--- config.mk ---
export PLATFORM = sky130hd
export DESIGN_NAME = tarb_ctrl
export DESIGN_NICKNAME = d
export VERILOG_FILES = /design/src/hdl/tarb_pkg.sv /design/src/hdl/tarb_ctrl.sv
export SDC_FILE = /design/constraint.sdc
export NUM_CORES = 1
export LEC_CHECK = 0
export BUFFER_PORTS_ARGS = -buffer_cell sky130_fd_sc_hd__buf_2
export CAP_MARGIN = 20
export CORE_AREA = 10 10 47 49
export CTS_BUF_LIST = sky130_fd_sc_hd__clkbuf_2 sky130_fd_sc_hd__clkbuf_4 sky130_fd_sc_hd__clkbuf_8
export DETAILED_ROUTE_END_ITERATION = 16
export DIE_AREA = 0 0 57 59
export PLACE_DENSITY = 0.5
export SETUP_SLACK_MARGIN = 0.5
export SLEW_MARGIN = 20
export SYNTH_ARGS = -nofsm -noshare
export SYNTH_HDL_FRONTEND = slang
export SYNTH_SLANG_ARGS = --single-unit
export TNS_END_PERCENT = 30
--- constraint.sdc ---
create_clock -name clk -period 2.1 [get_ports clk]
set_input_delay 0.42 -clock clk [delete_from_list [all_inputs] [get_ports clk]]
set_output_delay 0.42 -clock clk [all_outputs]
set_load 0.05 [all_outputs]
--- src/hdl/tarb_pkg.sv ---
// ----------------------------------------------------------------------------
// tarb_pkg: shared types and constants of the timestamped audio ring buffer
// Field widths, command codes, controller state codes and the command and
// status bundles between the controller and the datapath.
// ----------------------------------------------------------------------------
package tarb_pkg;

  localparam int TIME_W = 64;
  localparam int WORD_W = 32;
  localparam int CMD_W  = 2;
  localparam int CNT_W  = 2;

  localparam logic [CMD_W-1:0] CMD_WRITE = 2'd0;
  localparam logic [CMD_W-1:0] CMD_READ  = 2'd1;
  localparam logic [CMD_W-1:0] CMD_CLEAR = 2'd2;

  typedef enum logic [2:0] {
    ST_CLEAR = 3'b001,
    ST_IDLE  = 3'b010,
    ST_READ  = 3'b100
  } state_t;

  // Commands from the controller to the datapath.
  typedef struct packed {
    logic is_write;   // accepted write word
    logic is_read;    // accepted read word: issue memory read, latch time
    logic is_clear;   // accepted clear word: rewind sweep, drop watermark
    logic clr_step;   // write zero at sweep address and advance
    logic load_out;   // load result register
  } tarb_ctl_t;

  // Status from the datapath to the controller.
  typedef struct packed {
    logic clr_last;   // sweep address is at the last entry
  } tarb_sts_t;

endpackage

--- src/hdl/tarb_ctrl.sv ---
// ----------------------------------------------------------------------------
// tarb_ctrl: controller of the ring buffer
// Sequences the clearing sweep, request acceptance and result delivery.
// ----------------------------------------------------------------------------
module tarb_ctrl (
  input  logic                       clk,
  input  logic                       rst,
  input  logic                       req_valid,
  input  logic [tarb_pkg::CMD_W-1:0] req_cmd,
  output logic                       req_ready,
  output logic                       rsp_valid,
  input  logic                       rsp_ready,
  input  tarb_pkg::tarb_sts_t        sts,
  output tarb_pkg::tarb_ctl_t        ctl
);

  tarb_pkg::state_t state, state_next;
  logic             out_full;
  logic             accept;
  logic             out_free;

  assign req_ready = (state == tarb_pkg::ST_IDLE);
  assign accept    = req_valid && req_ready;
  assign out_free  = !out_full || rsp_ready;
  assign rsp_valid = out_full;

  always_comb begin
    ctl          = '0;
    state_next   = state;
    unique case (state)
      tarb_pkg::ST_CLEAR: begin
        ctl.clr_step = 1'b1;
        if (sts.clr_last) begin
          state_next = tarb_pkg::ST_IDLE;
        end
      end
      tarb_pkg::ST_IDLE: begin
        if (accept) begin
          unique case (req_cmd)
            tarb_pkg::CMD_WRITE: ctl.is_write = 1'b1;
            tarb_pkg::CMD_READ: begin
              ctl.is_read = 1'b1;
              state_next  = tarb_pkg::ST_READ;
            end
            tarb_pkg::CMD_CLEAR: begin
              ctl.is_clear = 1'b1;
              state_next   = tarb_pkg::ST_CLEAR;
            end
            default: ;
          endcase
        end
      end
      tarb_pkg::ST_READ: begin
        // hold the read word until the result register frees up
        if (out_free) begin
          ctl.load_out = 1'b1;
          state_next   = tarb_pkg::ST_IDLE;
        end
      end
      default: state_next = tarb_pkg::ST_CLEAR;
    endcase
  end

  always_ff @(posedge clk) begin
    if (rst) begin
      state    <= tarb_pkg::ST_CLEAR;
      out_full <= 1'b0;
    end else begin
      state <= state_next;
      if (ctl.load_out) begin
        out_full <= 1'b1;
      end else if (rsp_ready) begin
        out_full <= 1'b0;
      end
    end
  end

endmodule

# ---- After elaboration in Yosys (flattened, before gate mapping)
# Index checks and enable logic that the tools add are counted.
# W data, S select, Z words.
dict set report totals {
  register_bits 4
  out_inout_bits 7
  word_cells 32
}
dict set report op_classes {
  n_eq_ne 9
  muxes 15
  n_reduce_logical 6
}
# cell n
set ops {}
lappend ops {{$mux W3} 5}
lappend ops {{$pmux W3 S3} 1}
lappend ops {{$mux W1} 8}
lappend ops {{$pmux W3 S2} 1}
lappend ops {{$ne A2 B2 Y1 const B} 2}
lappend ops {{$reduce_and A4 Y1} 1}
lappend ops {{$eq A3 B1 Y1 const B} 1}
lappend ops {{$eq A3 B2 Y1 const B} 1}
lappend ops {{$eq A3 B3 Y1 const B} 1}
lappend ops {{$ne A3 B1 Y1 const B} 1}
lappend ops {{$eq A2 B1 Y1 const B} 1}
lappend ops {{$eq A2 B2 Y1 const B} 1}
lappend ops {{$logic_not A2 Y1} 1}
lappend ops {{$ne A2 B1 Y1 const B} 1}
lappend ops {{$reduce_bool A2 Y1} 1}
lappend ops {{$logic_and A1 B1 Y1} 1}
lappend ops {{$logic_not A1 Y1} 1}
lappend ops {{$logic_or A1 B1 Y1} 1}

# ---- Depth between registers and ports, before layout
# Gate-level depths: netlist of run 1.
dict set report depth {
  ltp_word 5
  depth_mapped 5
  mapped_depth_nobuf 4
}

# ---- Least setup slack after synthesis of run 1
# No wires, ideal clock.
dict set report synth_timing {
  path_kind {register to output}
  startpoint {register state[2]}
  endpoint {output ctl[4] in the netlist's numbering}
  path_slack_ps -313
  required_ps 1680
  arrival_ps 1993
  path_stages_with_launch 4
  n_path_buf 1
  cell_sequence {dfxtp_1 -> buf_6 -> or3b_4 -> nor3b_1}
}
# element line_no
set synth_rtl {}
lappend synth_rtl {{from (decl)} tarb_ctrl.sv:17} ;# tarb_pkg::state_t state, state_next;
lappend synth_rtl {{from (signal assigned)} tarb_ctrl.sv:66} ;# state <= tarb_pkg::ST_CLEAR;
lappend synth_rtl {{from (signal assigned)} tarb_ctrl.sv:69} ;# state <= state_next;
lappend synth_rtl {{to (decl)} tarb_ctrl.sv:14} ;# output tarb_pkg::tarb_ctl_t ctl

==> impl_results.md, run 1 <==
- CTS tree: built
- Final wirelength: ~800 um
- Global-route wire length before repair: 1350 um
- Fraction of the cycle the final worst path needs: 0.841
- Worst hold path class: in -> reg
- Share of layout cells above drive strength 1: 0.519
- Status: complete, no violations
- Mean area per synthesized cell: 7.89 sq um
- Slowest-stage cell, CP: or3b_4
- Die H: 59 um
- Cell taking the most area after synthesis: dfxtp_1
- Critical Path Start: state[2]$_SDFFE_PP0P_
- Worst Max-Slew Pin Slew: 0.268 ns
- Netlist cell types: 22
- Slew HR: 0.821
- Reg2reg start: state[2]$_SDFFE_PP0P_
- Comb power frac: 0.283
- Via density: 4.40
- Critical Path Sink: ctl[4]
- Antenna Cells: 0
- Crit Path Max Fanout: 4
- Critical path class: reg -> out
- Top cell type's share of synthesized area: 0.282
- Internal Power: 0.000174 W
- Avg WL per Cell: 11.6 um
- Reg clk slew, reported paths: 0.04 ns
- RR Endpoint: state[1]$_SDFFE_PP0P_
- Crit path cell chain: or3b_4 -> nor3b_2 -> buf_6
- Initial antenna violation count: 0
- Max Clk Rate: approximately 570 MHz
- MaxCap Viol Count: 0
- Clk buf depth: 2
- IO Port Bufs: 13
- CTS buffer count: 3
- Synth cell count leaders: 5 x nor2_1, 4 x dfxtp_1, 3 x nor2b_1
- NetSw: 0.0000798 W
- Final Hold Viols: 0
- Flop2flop setup slack: 1.00 ns
- # IOs: 14
- Total leakage power: 0.207 nW
- Cell area power density: 581 nW/um^2
- Die width: 57 um
- CP endpoint kind: output port
- Critical path launch point type: register
- Largest net degree at the start of global routing: 9
- Gp weighted congestion: around 0.67
- Htree depth: 1
- Layout Area Growth over Synthesis: 54.2%
- Max Slew Vio Count: 0
- TritonRoute pass-1 iters: 3
- Clock sinks: 4
- Worst hold slack: 0.405 ns
- Final Net Count: 63
- Shortest period the worst path allows: between 1.5 and 2 ns
- Met1 Wirelength: 295 um
- DR vias: 308
- Crit-path max cell delay: ~0.43 ns
- Synthesized flop and latch total: 4
- Grt ovf: 0
- Gr usage total: 0.0513
- Cell Area, Synth: between 200 and 300 sq um
- HPWL Detailed: 636 um
- Post-synthesis sequential area ratio: 0.282
- Vias in the first global route: roughly 310
- Reg power frac: 0.328
- Die area: approximately 3400 sq um
- RSZ-0062 raised after global routing: yes
- Top Metal Used: met4
- Overall Power: 0.000254 W
- Initial Util: 0.203
- Fillers: 157
- Skew-Pair Late Insertion Delay: 0.24 ns
- Syn Nets: 43
- Clk root buf: clkbuf_4
- Core area: 1400 sq um
- Synth area leaders: dfxtp_1 28%, nor2_1 6.6%, nor2b_1 6.6%, nor3b_1 5.3%, a211oi_2 4.4%
- DRC violations left: 0
- Total negative setup slack: 0 ns
- Most frequent cell after synthesis: nor2_1
- Worst EP arrival: 1.35 ns
- Switching Share: 0.314
- Antenna-violating nets left: 0
- Worst R2R Path Depth: 3
- Number of synthesized flops with an enable pin: 0
- Final setup viols: 0
- VDD IR max: 0.000251 V
- Post-synthesis cell count: 36
- Routed length on met2: 476 um
- Clock power share: 0.390
- Synthesis Warnings: 0
- Main synth FF type: dfxtp_1
- Clock skew: approximately 0.0083 ns
- CP required: about 1.7 ns
- DR iter-0 viols: 7
- Async set-or-reset flop fraction in the synthesized netlist: 0
- Met3 WL: 14 um
- Standard-cell rows: 14
-- worst min-delay path by stage --
stage	start	end	slack [ns]	depth (start not counted)
after detailed placement	state[1]$_SDFFE_PP0P_	state[1]$_SDFFE_PP0P_	0.59	2
after global placement	state[1]$_SDFFE_PP0P_	state[1]$_SDFFE_PP0P_	0.59	2
after CTS	rst	rsp_valid$_SDFFE_PP0P_	0.40	2
after floorplan	rst	rsp_valid$_SDFFE_PP0P_	0.49	1
final	rst	rsp_valid$_SDFFE_PP0P_	0.41	2
after global routing	rst	rsp_valid$_SDFFE_PP0P_	0.42	2
-- layout by cell type, fill, tap and decap left out --
cell      count
a211o_1       1
a211oi_2      1
a21boi_1      1
a21o_1        1
a21oi_1       2
and2b_1       1
buf_2         9
buf_4         4
buf_6         2
clkbuf_4      4
clkinv_2      1
dfxtp_1       2
dfxtp_4       2
inv_1         1
inv_2         1
nand2_1       2
nand3_1       2
nand3_2       1
nand3b_1      1
nor2_1        5
nor2b_1       3
nor3b_2       2
o21ai_0       1
o22ai_1       1
or2b_1        1
or3b_4        1
xor2_1        1
-- critical path: cells and delay by family, from the launching register on --
| kind | cells | cell delay [ns] |
|---|---|---|
| buf+inv | 1 | 0.18 |
| flops | 1 | 0.31 |
| simple gates | 2 | 0.62 |
-- kinds of logic (layout without fill, tap and decap cells) --
group                     after synthesis  after routing  synth area share
AOI/OAI and AO/OA                       8              8             0.203
and+or+nand+nor                        19             19             0.401
DFF                                     4              4             0.282
xor gates and xnor gates                1              1            0.0308
buffers and inverters                   4             22            0.0837
-- power by group through the flow --
stage          registers [W]   logic, W  clock network (W)
2_1_floorplan      0.0000871  0.0000431                  0
3_3_place_gp       0.0000886  0.0000597                  0
3_5_place_dp       0.0000885  0.0000600                  0
4_1_cts            0.0000830  0.0000715           0.000103
5_1_grt            0.0000838  0.0000776           0.000106
6_report           0.0000834  0.0000718          0.0000990
-- layer usage --
layer	global-route usage	vias up
li1	-	161
met4	0.0503	0
met2	0.0961	4
met1	0.0425	141
met5	0	-
met3	0.0129	2
-- sequential cells by signal, summed over array words and instances, names as in the netlist --
signal     flops
rsp_valid      1
state          3
-- area by class of cell --
cell class              count  area (sq um)  area share
multi-input cells          28           190       0.434
inverters                   3          12.5      0.0286
clock buffers               3          22.5      0.0514
repair buffers             16           105       0.240
flip-flops and latches      4          87.6       0.200
well taps                  16          20.0      0.0457
-- metrics by stage --
stage          cell area [sq um]  utilization  std cells  setup slack (ns)
6_report                     438        0.313         70             0.335
5_1_grt                      438        0.313         70             0.277
4_1_cts                      435        0.311         70             0.288
3_5_place_dp                 375        0.268         65             0.384
3_3_place_gp                 375        0.268         65             0.388
2_1_floorplan                294            -         36             0.171
-- timing repair --
action	4_1_cts	5_1_grt
setup buffers	2	0
endpoints found under the setup margin	6	6
pin swaps	2	2
gates resized for setup	10	1
hold buffers	0	0
(Power assumes the default switching activity.)
==> run 2, diff against run 1 <==
ABC_AREA = 1   (was default)
PLACE_DENSITY = 0.51   (was 0.5)
clock period = 1.6 ns   (was 2.1 ns; I/O delays follow)
==> run 2 against run 1 <==
Largest cell class unchanged. Sequential share of layout area down 2.1 points. Flip-flop and latch count unchanged. Area after synthesis decreased by 1.8%. Clock power increased by 61%. First-iteration DRC count fell by 71%.
==> impl_results.md, run 2 <==
- Largest family of logic cells by synthesized area: simple AND/OR/NAND/NOR gates
- Final Net Count: 80 (+27%)
- TritonRoute pass-1 iters: 4 (+1)
- VDD IR max: 0.000455 V (+81%)
- Mux cell area share after synthesis: 0 (unchanged)
- Skew-Pair Late Insertion Delay: 0.24 ns (about the same)
- Syn Nets: 57 (+33%)
- Crit Path Max Fanout: 4 (unchanged)
- Post-synthesis cell count: 50 (+39%)
- Cell taking the most area after synthesis: dfxtp_1
- Number of synthesized flops with an enable pin: 0 (unchanged)
- Final setup viols: 0 (unchanged)
- Top cell type's share of synthesized area: 0.287 (+0.00506)
- CTS tree: built
- Main synth FF type: dfxtp_1
- Core area: 1400 sq um (unchanged)
- Die area: 3360 sq um (unchanged)
- Netlist cell types: 12 (-45%)
- Min-delay src: rst
- Antenna Cells: 0 (unchanged)
- Multi-input gate area: 196 sq um (+3.3%)
- Fraction of the cycle the final worst path needs: 0.931
- Worst hold path class: in -> reg
- Largest net degree at the start of global routing: 7 (-2)
- Synth area leaders: dfxtp_1 29%, nor2_1 16%, inv_1 13%, nand2_1 12%, nand3_1 11%
- Reg clk slew, reported paths: 0.05 ns (about the same)
- Antenna-violating nets left: 0 (unchanged)
- Status: complete, no violations
- IO Port Bufs: 13 (unchanged)
- Xor-xnor portion of the synthesized cell area: 0 (-0.0308)
- Final wirelength: 906 um (+11%)
- Max Slew Vio Count: 0 (unchanged)
- Compound-cell area share of the yosys netlist: 0.0359 (-0.167)
- Slew HR: 0.830 (+0.00919)
- Global-route wire length before repair: 1400 um (+3.6%)
- Share of layout cells above drive strength 1: 0.514 (-0.00463)
- Synthesized flop and latch total: 4 (unchanged)
- Worst hold path depth: 2 (unchanged)
- Initial Util: 0.199 (-0.00357)
- Post-synthesis sequential area ratio: 0.287 (+0.00506)
- Register with the most flip-flops: state
- CP required: 1.28 ns (-0.40 ns)
- Total leakage power: 0.290 nW (+40%)
- DR vias: 379 (+23%)
- Max reg flops: 3 (unchanged)
- Die H: 59 um (unchanged)
- Reg2reg start: state[2]$_SDFFE_PP0P_
- Most frequent cell after synthesis: nor2_1
- RR Endpoint: state[0]$_SDFFE_PP1P_
- Hold Path End: rsp_valid$_SDFFE_PP0P_
- Gr usage total: 0.0488 (-0.00255)
- CTS buffer count: 3 (unchanged)
- Clk buf depth: 2 (unchanged)
- Clock sinks: 4 (unchanged)
- Max Clk Rate: 671 MHz
- Commonest non-fill, non-tap cells in the layout: 10 x inv_1, 10 x buf_2, 8 x nor2_1, 8 x nand2_1, 6 x nand3_1
- Clock skew: 0.00985 ns (+0.00152 ns)
- CP endpoint kind: output port
- MaxCap Viol Count: 0 (unchanged)
- Htree depth: 1 (unchanged)
- Initial antenna violation count: 0 (unchanged)
- Worst R2R Path Depth: 8 (+5)
- Fillers: 165 (+5.1%)
- Via density: 4.31 (-2.1%)
- Worst Max-Slew Pin Slew: 0.256 ns (-0.0115 ns)
- Standard-cell rows: 14 (unchanged)
- Synth cell count leaders: 12 x nor2_1, 10 x inv_1, 9 x nand2_1
- Critical path class: reg -> out
- Synthesis Warnings: 0 (unchanged)
- Async set-or-reset flop fraction in the synthesized netlist: 0 (unchanged)
- Worst EP arrival: 1.17 ns (-0.18 ns)
- DR iter-0 viols: 2 (-5)
- Clk root buf: clkbuf_4
- Mean area per synthesized cell: 5.58 sq um (-29%)
- Total negative setup slack: 0 ns (unchanged)
- # IOs: 14 (unchanged)
- Worst hold slack: 0.287 ns (-0.118 ns)
- RSZ-0062 raised after global routing: yes
- DRC violations left: 0 (unchanged)
- Vias in the first global route: 354 (+13%)
- CTS Hold Bufs: 0 (unchanged)
- Post-Synth Adder-Cell Area: 0 (unchanged)
- Grt ovf: 0 (unchanged)
- Seq. cell area: 90.1 sq um (+2.9%)
- Simple-Gate Fraction of Synth Area: 0.516 (+0.115)
- Shortest period the worst path allows: 1.49 ns
- Layout Area Growth over Synthesis: 80.3%
- Avg WL per Cell: 10.3 um (-11%)
- Critical path launch point type: register
- Cell Area, Synth: 279 sq um (-1.8%)
- Flop2flop setup slack: 0.41 ns (-0.59 ns)
- Gp weighted congestion: 0.734 (+10%)
- Cell area power density: 1000 nW/um^2 (+73%)
- Die width: 57 um (unchanged)
- HPWL Detailed: 696 um (+9.5%)
- Final Hold Viols: 0 (unchanged)
==> run 2: cell count changes after synthesis, sizes merged, moves of 2 or more <==
cell	change
nor2	+8
nor3b	-2
nor2b	-3
nand3	+4
nand2	+8
inv	+10
==> run 2: worst max path at each step <==
stage / to / start / cells past startpoint / slack, ns
2_1_floorplan: ctl[4] / state[2]$_SDFFE_PP0P_ / 3 / 0.13
3_3_place_gp: ctl[3] / state[2]$_SDFFE_PP0P_ / 6 / 0.16
6_report: ctl[3] / state[2]$_SDFFE_PP0P_ / 6 / 0.11
5_1_grt: ctl[3] / state[2]$_SDFFE_PP0P_ / 6 / 0.04
3_5_place_dp: ctl[3] / state[2]$_SDFFE_PP0P_ / 6 / 0.14
4_1_cts: ctl[3] / state[0]$_SDFFE_PP1P_ / 6 / 0.09
==> run 2: cell type report <==
type                    instances  area share
multi-input cells              34       0.391
repair buffers                 18       0.241
flip-flops and latches          4       0.179
inverters                      12      0.0896
clock buffers                   4      0.0597
well taps                      16      0.0398
==> run 2: power by group <==
group          leakage [nW]  total, W  switching [W]  internal (W)
Clock                0.0184  0.000159      0.0000477      0.000111
Sequential           0.0344  0.000133      0.0000213      0.000112
Combinational         0.237  0.000212       0.000136     0.0000762
==> run 2: kinds of logic (layout without fill, tap and decap cells) <==
kind of cell | after synthesis | after routing
buf+inv | 12 | 34
compound gates | 2 | 2
flops | 4 | 4
simple gates | 32 | 32
==> run 2: metrics by stage <==
| step | utilization | cells | power (W) | cell area (sq um) | setup WS (ns) |
|---|---|---|---|---|---|
| 2_1_floorplan | - | 50 | 0.000258 | 310 | 0.131 |
| 3_3_place_gp | 0.282 | 79 | 0.000302 | 395 | 0.159 |
| 3_5_place_dp | 0.282 | 79 | 0.000302 | 395 | 0.136 |
| 4_1_cts | 0.346 | 87 | 0.000501 | 485 | 0.0859 |
| 5_1_grt | 0.359 | 88 | 0.000535 | 503 | 0.0393 |
| 6_report | 0.359 | 88 | 0.000505 | 503 | 0.110 |
==> run 2: per-layer routing <==
| metal | up-vias | share of wire | GRT usage |
|---|---|---|---|
| met5 | - | 0 | 0 |
| met4 | 0 | 0 | 0.0201 |
| met2 | 6 | 0.62 | 0.105 |
| met3 | 0 | 0.023 | 0.00858 |
| li1 | 197 | - | - |
| met1 | 176 | 0.36 | 0.0414 |
==> run 2: repair_timing <==
action / CTS / global route
setup buffers: 4 / 1
endpoints found under the setup margin: 7 / 10
gates resized for setup: 10 / 4
pin swaps: 2 / 2
==> run 2: worst max-delay path, stage by stage (launching register included) <==
cell and delay (ns):
dfxtp_4 0.35, nor2_4 0.14, nand2_4 0.08, nor2_2 0.08
nand2_1 0.07, inv_1 0.07, buf_6 0.15
==> run 3, diff against run 2 <==
PLACE_DENSITY = 0.44   (was 0.51)
==> run 3 against run 2 <==
Total power is 5.1% lower. Largest cell class unchanged. Via count decreased by 6.6%. Non-clock buffer count fell by 3. Largest power group unchanged. Sequential share of layout area is essentially flat. Global-route usage grew 0.12 points. Sequential power is essentially flat. Setup slack lost 0.031 ns. Clock skew fell by 0.0071 ns. Flip-flop and latch count is the same. Fmax shrank 2.0%. Highest routed layer is now met4. Routed wire length down 7.8%. First-iteration DRC count stayed put.
==> impl_results.md, run 3 (synthesis results as in run 2) <==
- Via density: 4.16 (-3.3%)
- Max Clk Rate: 657 MHz (-2.0%)
- Status: complete, no violations
- Final setup viols: 0 (unchanged)
- DRC violations left: 0 (unchanged)
- Worst EP arrival: 1.20 ns (+0.03 ns)
- Reg clk slew, reported paths: 0.04 ns (about the same)
- CP endpoint kind: output port
- Gr usage total: 0.0500 (+0.00123)
- # IOs: 14 (unchanged)
- Dpl ws: 0.129 ns (-0.00657 ns)
- HPWL Detailed: 662 um (-4.9%)
- Die area: 3360 sq um (unchanged)
- MaxCap Viol Count: 0 (unchanged)
- TritonRoute pass-1 iters: 2 (-2)
- Critical path launch point type: register
- Worst hold path class: in -> reg
- Initial antenna violation count: 0 (unchanged)
- Min-delay src: rst
- Clock skew: 0.00279 ns (-0.00707 ns)
- RR Endpoint: state[0]$_SDFFE_PP1P_
- Gp weighted congestion: 0.763 (+3.9%)
- Total negative setup slack: 0 ns (unchanged)
- Worst R2R Path Depth: 7 (-1)
- CP required: 1.28 ns (about the same)
- Max reg flops: 3 (unchanged)
- CTS buffer count: 3 (unchanged)
- Die H: 59 um (unchanged)
- IO Port Bufs: 13 (unchanged)
- Core area: 1400 sq um (unchanged)
- Worst Max-Slew Pin Slew: 0.259 ns (+0.00303 ns)
- Worst hold slack: 0.288 ns (+0.00112 ns)
- Global-route wire length before repair: 1310 um (-6.4%)
- Antenna Cells: 0 (unchanged)
- Fraction of the cycle the final worst path needs: 0.951 (+0.0194)
- Setup slack after layout: 0.0790 ns (-0.0311 ns)
- Standard-cell rows: 14 (unchanged)
- Grt ovf: 0 (unchanged)
- Clk buf depth: 2 (unchanged)
- Final Hold Viols: 0 (unchanged)
- Slew HR: 0.828 (-0.00201)
- Hold Path End: rsp_valid$_SDFFE_PP0P_
- CTS tree: built
- Largest net degree at the start of global routing: 7 (unchanged)
- Skew-Pair Late Insertion Delay: 0.24 ns (about the same)
- Commonest non-fill, non-tap cell in the layout: buf_2
- Final Net Count: 77 (-3.8%)
- Avg WL per Cell: 9.82 um (-4.6%)
- Htree depth: 1 (unchanged)
- Flop2flop setup slack: 0.51 ns (+0.10 ns)
- Commonest non-fill, non-tap cells in the layout: 10 x buf_2, 9 x inv_1, 8 x nor2_1, 7 x nand2_1, 6 x nand3_1
- Share of layout cells above drive strength 1: 0.522 (+0.00785)
- Critical path class: reg -> out
- Initial Util: 0.199 (unchanged)
- Cell area power density: 979 nW/um^2 (-2.4%)
- Vias in the first global route: 349 (-1.4%)
- Final wirelength: 835 um (-7.8%)
- VDD IR max: 0.000398 V (-12%)
- RSZ-0062 raised after global routing: yes
- Max Slew Vio Count: 0 (unchanged)
- Antenna-violating nets left: 0 (unchanged)
- Clk root buf: clkbuf_4
- Crit Path Max Fanout: 4 (unchanged)
- Clock sinks: 4 (unchanged)
- Reg2reg start: state[2]$_SDFFE_PP0P_
- Die width: 57 um (unchanged)
- Worst hold path depth: 2 (unchanged)
- DR iter-0 viols: 2 (unchanged)
- Shortest period the worst path allows: 1.52 ns (+0.0311 ns)
- Total leakage power: 0.275 nW (-5.2%)
- Register with the most flip-flops: state
- Layout Area Growth over Synthesis: 75.3%
- DR vias: 354 (-6.6%)
run 3: cell types whose count changed in the layout (fill, tap and decap cells not counted), sizes merged:
cell and change:
buf -3
run 3: report_power, final:
group          internal (W)  total, W  switching (W)
clock network      0.000111  0.000155      0.0000440
registers          0.000114  0.000135      0.0000212
logic             0.0000601  0.000189       0.000129
total              0.000285  0.000479       0.000194
run 3: layer usage:
metal / part of all wire / up-vias / track usage
li1: - / 191 / -
met1: 0.33 / 159 / 0.0342
met2: 0.63 / 2 / 0.0977
met3: 0.022 / 2 / 0.0129
met4: 0.017 / 0 / 0.0604
met5: 0 / - / 0
run 3: how the worst max path moves through the flow:
stage / from / to / slack [ns] / cells after the start
final: state[2]$_SDFFE_PP0P_ / ctl[3] / 0.08 / 6
after global routing: state[2]$_SDFFE_PP0P_ / ctl[3] / -0.006 / 6
after CTS: state[0]$_SDFFE_PP1P_ / ctl[3] / 0.06 / 6
after detailed placement: state[2]$_SDFFE_PP0P_ / ctl[3] / 0.13 / 6
after global placement: state[2]$_SDFFE_PP0P_ / ctl[3] / 0.14 / 6
after floorplan: state[2]$_SDFFE_PP0P_ / ctl[4] / 0.13 / 3
run 3: area by class of cell:
type                       instances  area (sq um)
multi-input combinational         34           204
tap                               16          20.0
fill                             173           912
sequential                         4          87.6
clock buffer                       4          30.0
timing repair buffer              15           103
inverter                          12          45.0
run 3: metrics by stage:
| stage | instances | power [W] | instance area [sq um] | utilization |
|---|---|---|---|---|
| 6_report | 85 | 0.000479 | 489 | 0.349 |
| 5_1_grt | 85 | 0.000516 | 489 | 0.349 |
| 4_1_cts | 84 | 0.000485 | 462 | 0.329 |
| 3_5_place_dp | 79 | 0.000300 | 395 | 0.282 |
| 3_3_place_gp | 79 | 0.000303 | 395 | 0.282 |
| 2_1_floorplan | 50 | 0.000258 | 310 | - |
run 3: worst max-delay path, cell delays in order (launching register included):
cell	delay, ns
dfxtp_2	0.34
nor2_4	0.16
nand2_4	0.09
nor2_4	0.10
nand2_2	0.07
inv_2	0.07
buf_8	0.13
run 3: repair_timing:
action,in CTS,in global routing
pin swaps,1,1
resized for setup,9,8
setup buffers,1,1
endpoints found under the setup margin,7,9
gates cloned,0,0
hold buffers,0,0
